## config.mk

```make
export PLATFORM = sky130hd
export DESIGN_NAME = ppvf_ctrl
export DESIGN_NICKNAME = d
export VERILOG_FILES = /design/src/rtl/ppvf_pkg.sv /design/src/rtl/ppvf_ctrl.sv
export VERILOG_INCLUDE_DIRS = /design/src /design/src/rtl
export SDC_FILE = /design/constraint.sdc
export NUM_CORES = 1
export LEC_CHECK = 0
export BUFFER_PORTS_ARGS = -buffer_cell sky130_fd_sc_hd__buf_2
export CORE_ASPECT_RATIO = 1.5
export CORE_UTILIZATION = 60
export CTS_BUF_LIST = sky130_fd_sc_hd__clkbuf_16
export CTS_CLUSTER_DIAMETER = 100
export CTS_CLUSTER_SIZE = 20
export DETAILED_ROUTE_END_ITERATION = 12
export PLACE_DENSITY = 0.84
export SLEW_MARGIN = 40
export SYNTH_ARGS = -nofsm -noshare
export SYNTH_HDL_FRONTEND = slang
export SYNTH_SLANG_ARGS = --single-unit
```

## constraint.sdc

```tcl
create_clock -name clk -period 7.35 [get_ports clk]
set_input_delay 1.47 -clock clk [delete_from_list [all_inputs] [get_ports clk]]
set_output_delay 1.47 -clock clk [all_outputs]
set_load 0.1 [all_outputs]
```

## src/rtl/pose_position_velocity_filter_top_macros.svh

```systemverilog
// Assertion macros used by the estimator controller (ppvf_ctrl).
`ifndef POSE_POSITION_VELOCITY_FILTER_TOP_MACROS_SVH
`define POSE_POSITION_VELOCITY_FILTER_TOP_MACROS_SVH

// Same-cycle implication, checked on every rising edge outside reset.
`define PPVF_ASSERT_IMPL(name, ante, cons) \
	name: assert property (@(posedge clk) disable iff (!arst_n) (ante) |-> (cons)) \
		else $error("ppvf: property failed");

// Next-cycle implication.
`define PPVF_ASSERT_NEXT(name, ante, cons) \
	name: assert property (@(posedge clk) disable iff (!arst_n) (ante) |=> (cons)) \
		else $error("ppvf: property failed");

`endif

```

## src/rtl/ppvf_pkg.sv

```systemverilog
`default_nettype none
package ppvf_pkg;

	localparam int TABLE_FRAC = 40;
	localparam int US_PER_S = 1000000;

	localparam logic [63:0] T40 = 64'd1 << 40;
	localparam logic [63:0] E1 = 64'd10000000;
	localparam logic [63:0] E2 = 64'd100000000;
	localparam logic [63:0] E3 = 64'd1000000000;
	localparam logic [63:0] E4 = 64'd10000000000;
	localparam logic [63:0] E5 = 64'd100000000000;
	localparam logic [63:0] E6 = 64'd1000000000000;
	localparam logic [63:0] E7 = 64'd10000000000000;

	// Position filter, rows are next state 0, next state 1, output; the last
	// term of each row is the input coefficient. 40 fraction bits.
	localparam logic signed [47:0] POS_COEF [9] = '{
		48'((64'd8710534 * T40 + E1 / 2) / E1),
		-48'((64'd8823664 * T40 + E2 / 2) / E2),
		48'((64'd1247855 * T40 + E1 / 2) / E1),
		48'((64'd8823664 * T40 + E2 / 2) / E2),
		48'((64'd9958389 * T40 + E1 / 2) / E1),
		48'((64'd5884733 * T40 + E3 / 2) / E3),
		48'((64'd3119636 * T40 + E2 / 2) / E2),
		48'((64'd7056356 * T40 + E1 / 2) / E1),
		48'((64'd2080567 * T40 + E3 / 2) / E3)
	};

	// Velocity filter, six rows of six terms in the same arrangement.
	localparam logic signed [47:0] VEL_COEF [36] = '{
		48'((64'd9099300 * T40 + E1 / 2) / E1), 48'sd0, 48'sd0, 48'sd0, 48'sd0,
		48'((64'd1273782 * T40 + E1 / 2) / E1),
		48'((64'd8351194 * T40 + E2 / 2) / E2),
		48'((64'd8543784 * T40 + E1 / 2) / E1),
		-48'((64'd8745027 * T40 + E2 / 2) / E2), 48'sd0, 48'sd0,
		48'((64'd5569630 * T40 + E3 / 2) / E3),
		48'((64'd3938323 * T40 + E3 / 2) / E3),
		48'((64'd8745027 * T40 + E2 / 2) / E2),
		48'((64'd9958760 * T40 + E1 / 2) / E1), 48'sd0, 48'sd0,
		48'((64'd2626571 * T40 + E4 / 2) / E4),
		48'((64'd1800776 * T40 + E4 / 2) / E4),
		48'((64'd3998615 * T40 + E3 / 2) / E3),
		48'((64'd9126031 * T40 + E2 / 2) / E2),
		48'((64'd9391689 * T40 + E1 / 2) / E1),
		-48'((64'd9144888 * T40 + E2 / 2) / E2),
		48'((64'd1200985 * T40 + E5 / 2) / E5),
		48'((64'd8492246 * T40 + E6 / 2) / E6),
		48'((64'd1885699 * T40 + E4 / 2) / E4),
		48'((64'd4303727 * T40 + E3 / 2) / E3),
		48'((64'd9144888 * T40 + E2 / 2) / E2),
		48'((64'd9956874 * T40 + E1 / 2) / E1),
		48'((64'd5663701 * T40 + E7 / 2) / E7),
		48'((64'd3002462 * T40 + E6 / 2) / E6),
		48'((64'd6666952 * T40 + E5 / 2) / E5),
		48'((64'd1521597 * T40 + E3 / 2) / E3),
		48'((64'd3233206 * T40 + E2 / 2) / E2),
		48'((64'd7055820 * T40 + E1 / 2) / E1),
		48'((64'd2002421 * T40 + E7 / 2) / E7)
	};

	typedef enum logic [3:0] {
		OP_NONE,
		OP_LOAD,
		OP_FIRST,
		OP_START,
		OP_MAC,
		OP_STORE,
		OP_COMMIT_POS,
		OP_DIFF,
		OP_SCALE,
		OP_DIV_INIT,
		OP_DIV_STEP,
		OP_USET,
		OP_COMMIT_VEL,
		OP_FINISH,
		OP_OUT
	} dp_op_t;

	typedef struct packed {
		dp_op_t     op;
		logic [1:0] axis;
		logic       vel;
		logic [2:0] row;
		logic [2:0] term;
		logic       half;
		logic       first;
	} dp_cmd_t;

	typedef struct packed {
		logic ok;
		logic seen;
	} dp_status_t;

endpackage
`default_nettype wire

```

## src/rtl/ppvf_ctrl.sv

```systemverilog
`default_nettype none
`include "pose_position_velocity_filter_top_macros.svh"
module ppvf_ctrl import ppvf_pkg::*; (
	input  wire logic       clk,
	input  wire logic       arst_n,
	input  wire logic       in_valid,
	output logic            in_stall,
	output logic            out_valid,
	input  wire logic       out_stall,
	input  wire dp_status_t status,
	output dp_cmd_t         cmd
);

	typedef enum logic [15:0] {
		S_IDLE   = 16'b0000_0000_0000_0001,
		S_DECIDE = 16'b0000_0000_0000_0010,
		S_FIRST  = 16'b0000_0000_0000_0100,
		S_START  = 16'b0000_0000_0000_1000,
		S_MAC    = 16'b0000_0000_0001_0000,
		S_WAIT   = 16'b0000_0000_0010_0000,
		S_STORE  = 16'b0000_0000_0100_0000,
		S_CPOS   = 16'b0000_0000_1000_0000,
		S_DIFF   = 16'b0000_0001_0000_0000,
		S_SCALE  = 16'b0000_0010_0000_0000,
		S_DINIT  = 16'b0000_0100_0000_0000,
		S_DSTEP  = 16'b0000_1000_0000_0000,
		S_USET   = 16'b0001_0000_0000_0000,
		S_CVEL   = 16'b0010_0000_0000_0000,
		S_FINISH = 16'b0100_0000_0000_0000,
		S_OUT    = 16'b1000_0000_0000_0000
	} state_t;

	state_t     state_q;
	logic [1:0] axis_q;
	logic       vel_q;
	logic [2:0] row_q;
	logic [2:0] term_q;
	logic       half_q;
	logic [4:0] cnt_q;
	logic       out_valid_q;
	logic [2:0] nmax;
	logic       slot_free;

	assign nmax      = vel_q ? 3'd5 : 3'd2;
	assign slot_free = !out_valid_q || !out_stall;
	assign in_stall  = (state_q != S_IDLE);
	assign out_valid = out_valid_q;

	always_comb begin
		cmd.axis  = axis_q;
		cmd.vel   = vel_q;
		cmd.row   = row_q;
		cmd.term  = term_q;
		cmd.half  = half_q;
		cmd.first = (term_q == 3'd0) && !half_q;
		unique case (state_q)
			S_IDLE:   cmd.op = in_valid ? OP_LOAD : OP_NONE;
			S_FIRST:  cmd.op = OP_FIRST;
			S_START:  cmd.op = OP_START;
			S_MAC:    cmd.op = OP_MAC;
			S_STORE:  cmd.op = OP_STORE;
			S_CPOS:   cmd.op = OP_COMMIT_POS;
			S_DIFF:   cmd.op = OP_DIFF;
			S_SCALE:  cmd.op = OP_SCALE;
			S_DINIT:  cmd.op = OP_DIV_INIT;
			S_DSTEP:  cmd.op = OP_DIV_STEP;
			S_USET:   cmd.op = OP_USET;
			S_CVEL:   cmd.op = OP_COMMIT_VEL;
			S_FINISH: cmd.op = OP_FINISH;
			S_OUT:    cmd.op = slot_free ? OP_OUT : OP_NONE;
			default:  cmd.op = OP_NONE;
		endcase
	end

	always_ff @(posedge clk or negedge arst_n) begin
		if (!arst_n) begin
			state_q     <= S_IDLE;
			axis_q      <= '0;
			vel_q       <= 1'b0;
			row_q       <= '0;
			term_q      <= '0;
			half_q      <= 1'b0;
			cnt_q       <= '0;
			out_valid_q <= 1'b0;
		end else begin
			if (state_q == S_OUT && slot_free) begin
				out_valid_q <= 1'b1;
			end else if (!out_stall) begin
				out_valid_q <= 1'b0;
			end
			unique case (state_q)
				S_IDLE: if (in_valid) state_q <= S_DECIDE;
				S_DECIDE: begin
					if (!status.ok) state_q <= S_OUT;
					else if (!status.seen) state_q <= S_FIRST;
					else state_q <= S_START;
				end
				S_FIRST: state_q <= S_OUT;
				S_START: begin
					axis_q  <= '0;
					vel_q   <= 1'b0;
					row_q   <= '0;
					term_q  <= '0;
					half_q  <= 1'b0;
					state_q <= S_MAC;
				end
				S_MAC: begin
					half_q <= ~half_q;
					if (half_q) begin
						if (term_q == nmax) begin
							term_q  <= '0;
							state_q <= S_WAIT;
						end else begin
							term_q <= term_q + 3'd1;
						end
					end
				end
				// The last product still has to reach the accumulator.
				S_WAIT: state_q <= S_STORE;
				S_STORE: begin
					if (row_q == nmax) begin
						row_q   <= '0;
						state_q <= vel_q ? S_CVEL : S_CPOS;
					end else begin
						row_q   <= row_q + 3'd1;
						state_q <= S_MAC;
					end
				end
				S_CPOS:  state_q <= S_DIFF;
				S_DIFF:  state_q <= S_SCALE;
				S_SCALE: begin
					cnt_q   <= '0;
					state_q <= S_DINIT;
				end
				S_DINIT: state_q <= S_DSTEP;
				S_DSTEP: begin
					cnt_q <= cnt_q + 5'd1;
					if (cnt_q == 5'd31) state_q <= S_USET;
				end
				S_USET: begin
					vel_q   <= 1'b1;
					state_q <= S_MAC;
				end
				S_CVEL: begin
					vel_q <= 1'b0;
					if (axis_q == 2'd2) begin
						state_q <= S_FINISH;
					end else begin
						axis_q  <= axis_q + 2'd1;
						state_q <= S_MAC;
					end
				end
				S_FINISH: state_q <= S_OUT;
				S_OUT: if (slot_free) state_q <= S_IDLE;
				default: state_q <= S_IDLE;
			endcase
		end
	end

	`PPVF_ASSERT_NEXT(a_accept_decide, in_valid && !in_stall, state_q == S_DECIDE)
	`PPVF_ASSERT_NEXT(a_div_length, state_q == S_DSTEP && cnt_q == 5'd31, state_q == S_USET)
	`PPVF_ASSERT_IMPL(a_out_slot_free, cmd.op == OP_OUT, !out_valid_q || !out_stall)

endmodule
`default_nettype wire

```

==> results of run 1 <==
[report_power, final]
| group | switching (mW) | internal (mW) |
|---|---|---|
| combinational | 0.208 | 0.0686 |
| clock | 0.0727 | 0.123 |
| sequential | 0.0197 | 0.191 |
[layout make-up]
cell class | instances | area (µm²)
clock inverters | 3 | 16.3
flip-flops and latches | 32 | 802
well taps | 40 | 50.0
fillers | 265 | 921
clock buffers | 5 | 125
multi-input cells | 161 | 1120
inverters | 8 | 30.0
repair buffers | 24 | 125
[worst max-delay path: stages, from the launching register on]
cell and delay [ps]:
dfrtp_1 460, or4_1 700, nor4_1 550, a21boi_0 300, o211ai_1 150, buf_2 450
[worst max-delay path by stage]
stage,endpoint,slack [ps],depth (start not counted)
finish,cmd[13],2990,5
detailed placement,cmd[13],3300,5
global placement,cmd[13],3320,5
CTS,cmd[13],3000,5
global route,cmd[13],2820,5
floorplan,cmd[0],2610,3
[Yosys cell counts, types with 2 or more instances]
cell        n  share of area, %
a32o_1      3               1.5
nor3_1      8               2.0
or4b_2      4               2.0
and3_1      3              0.92
nand2_1    16               2.9
or4_4       2               1.1
nand3_1    10               2.4
nor4_1      6               1.8
mux2_2      5               2.7
nand4_1     2              0.61
o22ai_1     2              0.61
nand3b_1    3               1.1
ha_1        6               3.7
a21o_1      4               1.5
inv_1       8               1.5
or4_1       4               1.5
xor2_1      6               2.6
a32oi_1     3               1.3
dfrtp_1    31                38
nand4b_1    2              0.86
clkbuf_1    2              0.37
nor4b_1     6               2.6
o221ai_1    2              0.86
buf_4       2              0.73
a21oi_1     3              0.73
or2b_2      3               1.3
a22o_1      3               1.3
o21ai_0    10               2.4
nor2_1     21               3.8
buf_2       3              0.73
o2111ai_1   2              0.86
[registers in the layout (all words and copies together) (netlist names)]
register	cells
state_q	16
cnt_q	5
row_q	3
term_q	3
axis_q	2
half_q	1
out_valid	1
vel_q	1
[per-layer routing]
| layer | part of all wire [%] | wire, µm |
|---|---|---|
| met5 | 0 | 0 |
| met4 | 2.8 | 130 |
| met3 | 4.2 | 192 |
| met2 | 53 | 2450 |
| met1 | 40 | 1820 |
[per-stage QoR]
step	utilization, %	std cells	hold WS (ps)
after detailed placement	66.7	265	495
final	71.1	273	510
after global routing	71.1	273	539
after CTS	71.1	273	510
after floorplan	-	211	472
after global placement	66.7	265	490
[cells by family (layout without fill, tap and decap cells)]
family,Yosys count,after routing
fa+ha+maj,6,6
xor+xnor,7,7
simple gates,104,104
flops,32,32
mux,6,6
compound gates,38,38
buf+inv,18,40
==> results.md, run 1 <==
* Status: finished clean
* Async SR Flop Fraction at 100%
* GR Layer Usage met1 at 28.9%
* Number of synthesis warnings at 0
* HPWL after detailed placement at ~3.4 mm
* CTS hold repair buffers at 0
* Worst R2R Setup Slack at 4890 ps
* Setup tns final at 0 ps
* Vias/cell at 6.33
* First-pass DRT Iterations at 4
* Core area at 3190 µm²
* Number of global-route vias before repair at 1682
* Worst Hold Depth at 1
* CP arrival at 2890 ps
* Drt drc at 0
* Pwr Density at 301 nW/µm²
* Most frequent cells in the layout: 31 x dfrtp_1, 22 x buf_2, 21 x nor2_1, 16 x nand2_1
* Minimum clock period at 4360 ps
* Routed via count at between 1500 and 2000
* Compound-Gate Fraction of Synth Area at 13.3%
* Final setup viols at 0
* Met3 usage at 5.80%
* Adder-cell share of the synthesized area at 3.67%
* Crit path capture type: output port
* Fmax at 229 MHz
* Average wire per standard cell at 16.8 µm
* Port bufs at 22
* Placed Area at 2130 µm²
* Number of post-CTS setup repair buffers at 0
* Setup WS pre-CTS at between 3000 and 4000 ps
* Max-cap violation count at 0
* Reg2reg end: term_q[0]
* Avg Cell Area, Syn at slightly below 10 µm²
* Hold Violations, Final at 0
* Worst EP required at 5880 ps
* Overall die width at 49.7 µm
* Final Total Pwr at 0.683 mW
* Total I/O pin count at 23
* Leakage at 1.13 nW
* Number of distinct library cells after synthesis at 57
* Nets at 244
* Clock buffer count from CTS at 5
* Std cell rows at 25
* GRT met2 Usage at between 50 and 60%
* Hold Path End: cnt_q[4]
* Combinational family with the most area after synthesis: simple AND/OR/NAND/NOR gates
* Post-synthesis sequential area ratio at 39.2%
* Gpl congestion at 0.977
* Fin crit share at 59.3%
* H-tree levels at 2
* Antenna violations before repair at 0
* Worst Tran Pin Value at slightly below 800 ps
* Setup CP Type: flip-flop to output port
* GRT Max-Usage Layer: met2
* Clock latency on the worst-skew pair at 280 ps
* Slew Limit Fails at 0
* Peak VDD IR at ~350 µV
* RSZ-0062 raised after global routing: false
* Synth Instances at between 200 and 250
* Clk sink count at 32
* Hold/Removal Path Class: flip-flop to flip-flop
* R2r startpoint: state_q[9]
* Top FF cell, synth: dfrtp_1
* Setup slack after layout at 2990 ps
* Register bit total from synthesis at 32
* Initial DRC Count at 61
* WL final at 4.60 mm
* Clock-pin slew on the worst setup and hold paths at ~50 ps
* Post-cts sizing count at 0
* Clock Root Buffer: clkbuf_16
* Largest net degree at the start of global routing at 33
* Layout cell share with drive strength beyond 1 at 22.7%
* Mapped Nets at 223
* Post-synthesis simple-gate area fraction at a little under a third
* Starting density of the core at 64.2%
* Fraction of synthesized area in multiplexers at 3.24%
* EDFF count, synth at 0
* CP Launch Point: state_q[9]
* Tot GR Track Use at 28.1%
* CP Launch Type: flip-flop
* Commonest non-fill, non-tap cell in the layout: dfrtp_1
* Die Ht at 73.6 µm
* Post-route ant nets at 0
* Clk buf depth at 2
* Worst r2r path cells at 5
* Maximum fanout along the worst path at 11
* N_diodes at 0
* Overflow after GRT at 0
* Mapped Area at 2050 µm²
* Cell area after layout at around 2300 µm²
* CTS tree: yes
* Layout Area Growth over Synthesis at 10.8%
* Die ar. at 3660 µm²
* Fin Clk Skew at 6.29 ps
* First-pass GRT wire length at between 7 and 8 mm
* Xor/xnor cell area share of the yosys netlist at 2.99%
* Slew HR at 47.4%
* Hold Crit Start: cnt_q[4]
No activity file was read; power rests on OpenSTA's default activity.
==> run 2, diff against run 1 <==
--- a/config.mk
+++ b/config.mk
@@ -8,12 +8,12 @@
 export LEC_CHECK = 0
 export BUFFER_PORTS_ARGS = -buffer_cell sky130_fd_sc_hd__buf_2
 export CORE_ASPECT_RATIO = 1.5
-export CORE_UTILIZATION = 60
+export CORE_UTILIZATION = 52
 export CTS_BUF_LIST = sky130_fd_sc_hd__clkbuf_16
 export CTS_CLUSTER_DIAMETER = 100
 export CTS_CLUSTER_SIZE = 20
 export DETAILED_ROUTE_END_ITERATION = 12
-export PLACE_DENSITY = 0.84
+export PLACE_DENSITY = 0.78
 export SLEW_MARGIN = 40
 export SYNTH_ARGS = -nofsm -noshare
 export SYNTH_HDL_FRONTEND = slang
==> constraint.sdc (replaced) <==
create_clock -name clk -period 3.81 [get_ports clk]
set_input_delay 0.762 -clock clk [delete_from_list [all_inputs] [get_ports clk]]
set_output_delay 0.762 -clock clk [all_outputs]
set_load 0.1 [all_outputs]
==> results.md, run 2 (same netlist as run 1, synthesis figures left out) <==
* Clock buffer count from CTS at 5 (unchanged)
* Overall die width at 53.2 µm (was 49.7 µm)
* Setup tns final at 0 ps (unchanged)
* Layout cell share with drive strength beyond 1 at 25.3% (was 22.7%)
* Crit path capture type: output port (unchanged)
* CP Launch Type: flip-flop (unchanged)
* Leakage at 1.17 nW (was 1.13 nW)
* Setup CP Type: flip-flop to output port (unchanged)
* RSZ-0062 raised after global routing: false (unchanged)
* Biggest regs: state_q: 16 flops, cnt_q: 5 flops (unchanged)
* CTS tree: yes (unchanged)
* Crit-path cells: or4_1 > nor4_4 > or2b_2 > o221ai_1 > or3_1 > buf_2 (was or4_1 > nor4_1 > a21boi_0 > o211ai_1 > buf_2)
* Clock Root Buffer: clkbuf_16 (unchanged)
* Peak VDD IR at 560 µV (was 355 µV)
* Port bufs at 22 (unchanged)
* Maximum fanout along the worst path at 7 (was 11)
* Clock latency on the worst-skew pair at 270 ps (was 280 ps)
* Final Total Pwr at 1.32 mW (was 0.683 mW)
* Number of global-route vias before repair at 1670 (was 1682)
* Clk sink count at 32 (unchanged)
* Hold Violations, Final at 0 (unchanged)
* H-tree levels at 2 (unchanged)
* Gpl congestion at 1.02 (was 0.977)
* Slew Limit Fails at 0 (unchanged)
* Final setup viols at 0 (unchanged)
* Clk buf depth at 2 (unchanged)
* Largest Register: state_q (unchanged)
* CP arrival at 2890 ps (about the same)
* Clock-pin slew on the worst setup and hold paths at 50 ps (about the same)
* Average wire per standard cell at 16.7 µm (was 16.8 µm)
* Die ar. at 4200 µm² (was 3660 µm²)
* Layout Area Growth over Synthesis at 14.3% (was 10.8%)
* Fin util at 63.0% (was 71.1%)
* Worst EP required at 3050 ps (was 5880 ps)
* Status: finished clean (unchanged)
* Vias/cell at 6.30 (was 6.33)
* Most frequent cells in the layout: 31 x dfrtp_1, 22 x buf_2, 21 x nor2_1, 16 x nand2_1 (unchanged)
* Commonest non-fill, non-tap cell in the layout: dfrtp_1 (unchanged)
* First-pass GRT wire length at 7.47 mm (was 7.64 mm)
* Initial DRC Count at 76 (was 61)
* Worst r2r path cells at 5 (unchanged)
* Drt drc at 0 (unchanged)
* Antenna violations before repair at 0 (unchanged)
* Crit-path max cell delay at 730 ps (was 700 ps)
* Max-cap violation count at 0 (unchanged)
* Core area at 3720 µm² (was 3190 µm²)
* Max reg flops at 16 (unchanged)
* Starting density of the core at 55.1% (was 64.2%)
* Routed via count at 1764 (was 1727)
* Slew HR at 50.1% (was 47.4%)
* Minimum clock period at 3650 ps
* Largest net degree at the start of global routing at 33 (unchanged)
* Die Ht at 78.9 µm (was 73.6 µm)
* Std cell rows at 27 (was 25)
* Tot GR Track Use at 24.5% (was 28.1%)
* Fmax at 274 MHz
* Hold/Removal Path Class: input port to async pin (was flip-flop to flip-flop)
* Critical Path Slowest Stage Cell: or4_1 (unchanged)
* WL final at 4.69 mm (was 4.60 mm)
* Nets at 249 (was 244)
* Fin crit share at 95.8%
* Layout Cells excl Fill at 280 (was 273)
* Hold slack at 337 ps (was 510 ps)
* Placed Instances at 272 (was 265)
* Total I/O pin count at 23 (unchanged)
* Fin Clk Skew at 4.65 ps (was 6.29 ps)
* Worst Tran Pin Value at 739 ps (was 779 ps)
* Post-route ant nets at 0 (unchanged)
* Overflow after GRT at 0 (unchanged)
* First-pass DRT Iterations at 4 (unchanged)
* Number of post-CTS setup repair buffers at 0 (unchanged)
* N_diodes at 0 (unchanged)
* Pwr Density at 562 nW/µm² (was 301 nW/µm²)
* HPWL after detailed placement at 3.40 mm (was 3.39 mm)
==> run 2: metrics by stage <==
| step | setup slack, ps | instance area, µm² |
|---|---|---|
| 4_1_cts | 205 | 2300 |
| 5_1_grt | 51.2 | 2340 |
| 3_3_place_gp | 505 | 2170 |
| 2_1_floorplan | 184 | 2050 |
| 6_report | 160 | 2340 |
| 3_5_place_dp | 522 | 2170 |
==> run 2: layout make-up <==
cell class,instances,area [µm²]
clock buffer,5,125
clock inverter,2,8.76
fill,315,1380
inverter,8,30.0
multi-input combinational,161,1140
sequential,32,802
tap,43,53.8
timing repair buffer,29,183
==> run 2: worst max-delay path: cells and delay by family (launching register included) <==
kind | cells | cell delay, ps
buffers and inverters | 1 | 420
flip-flops | 1 | 440
AND/OR/NAND/NOR | 4 | 1550
AO/OA/AOI/OAI | 1 | 210
==> run 2: worst paths after layout <==
check	start	end	slack, ps
max	state_q[1]	cmd[11]	160
min	arst_n	cnt_q[1]	340
max reg2reg	state_q[9]	axis_q[0]	1320
min reg2reg	axis_q[1]	axis_q[1]	510
max in group asynchronous	arst_n	state_q[0]	3010
min in group clk	axis_q[1]	axis_q[1]	510
==> run 2: timing repair <==
| action | in CTS | in global routing |
|---|---|---|
| hold buffers | 0 | 0 |
| endpoints found under the setup margin | 0 | 1 |
| gates resized for setup | 0 | 1 |
==> run 2: layer usage <==
metal  global-route usage [%]  share of wire, %
met1                     27.4                40
met2                     40.6                51
met3                     6.32               5.0
met4                     13.4               4.1
met5                        0                 0
==> run 2: report_power, final <==
group / total [mW] / switching (mW) / internal [mW]
clock network: 0.370 / 0.136 / 0.234
logic: 0.540 / 0.403 / 0.137
registers: 0.406 / 0.0377 / 0.368
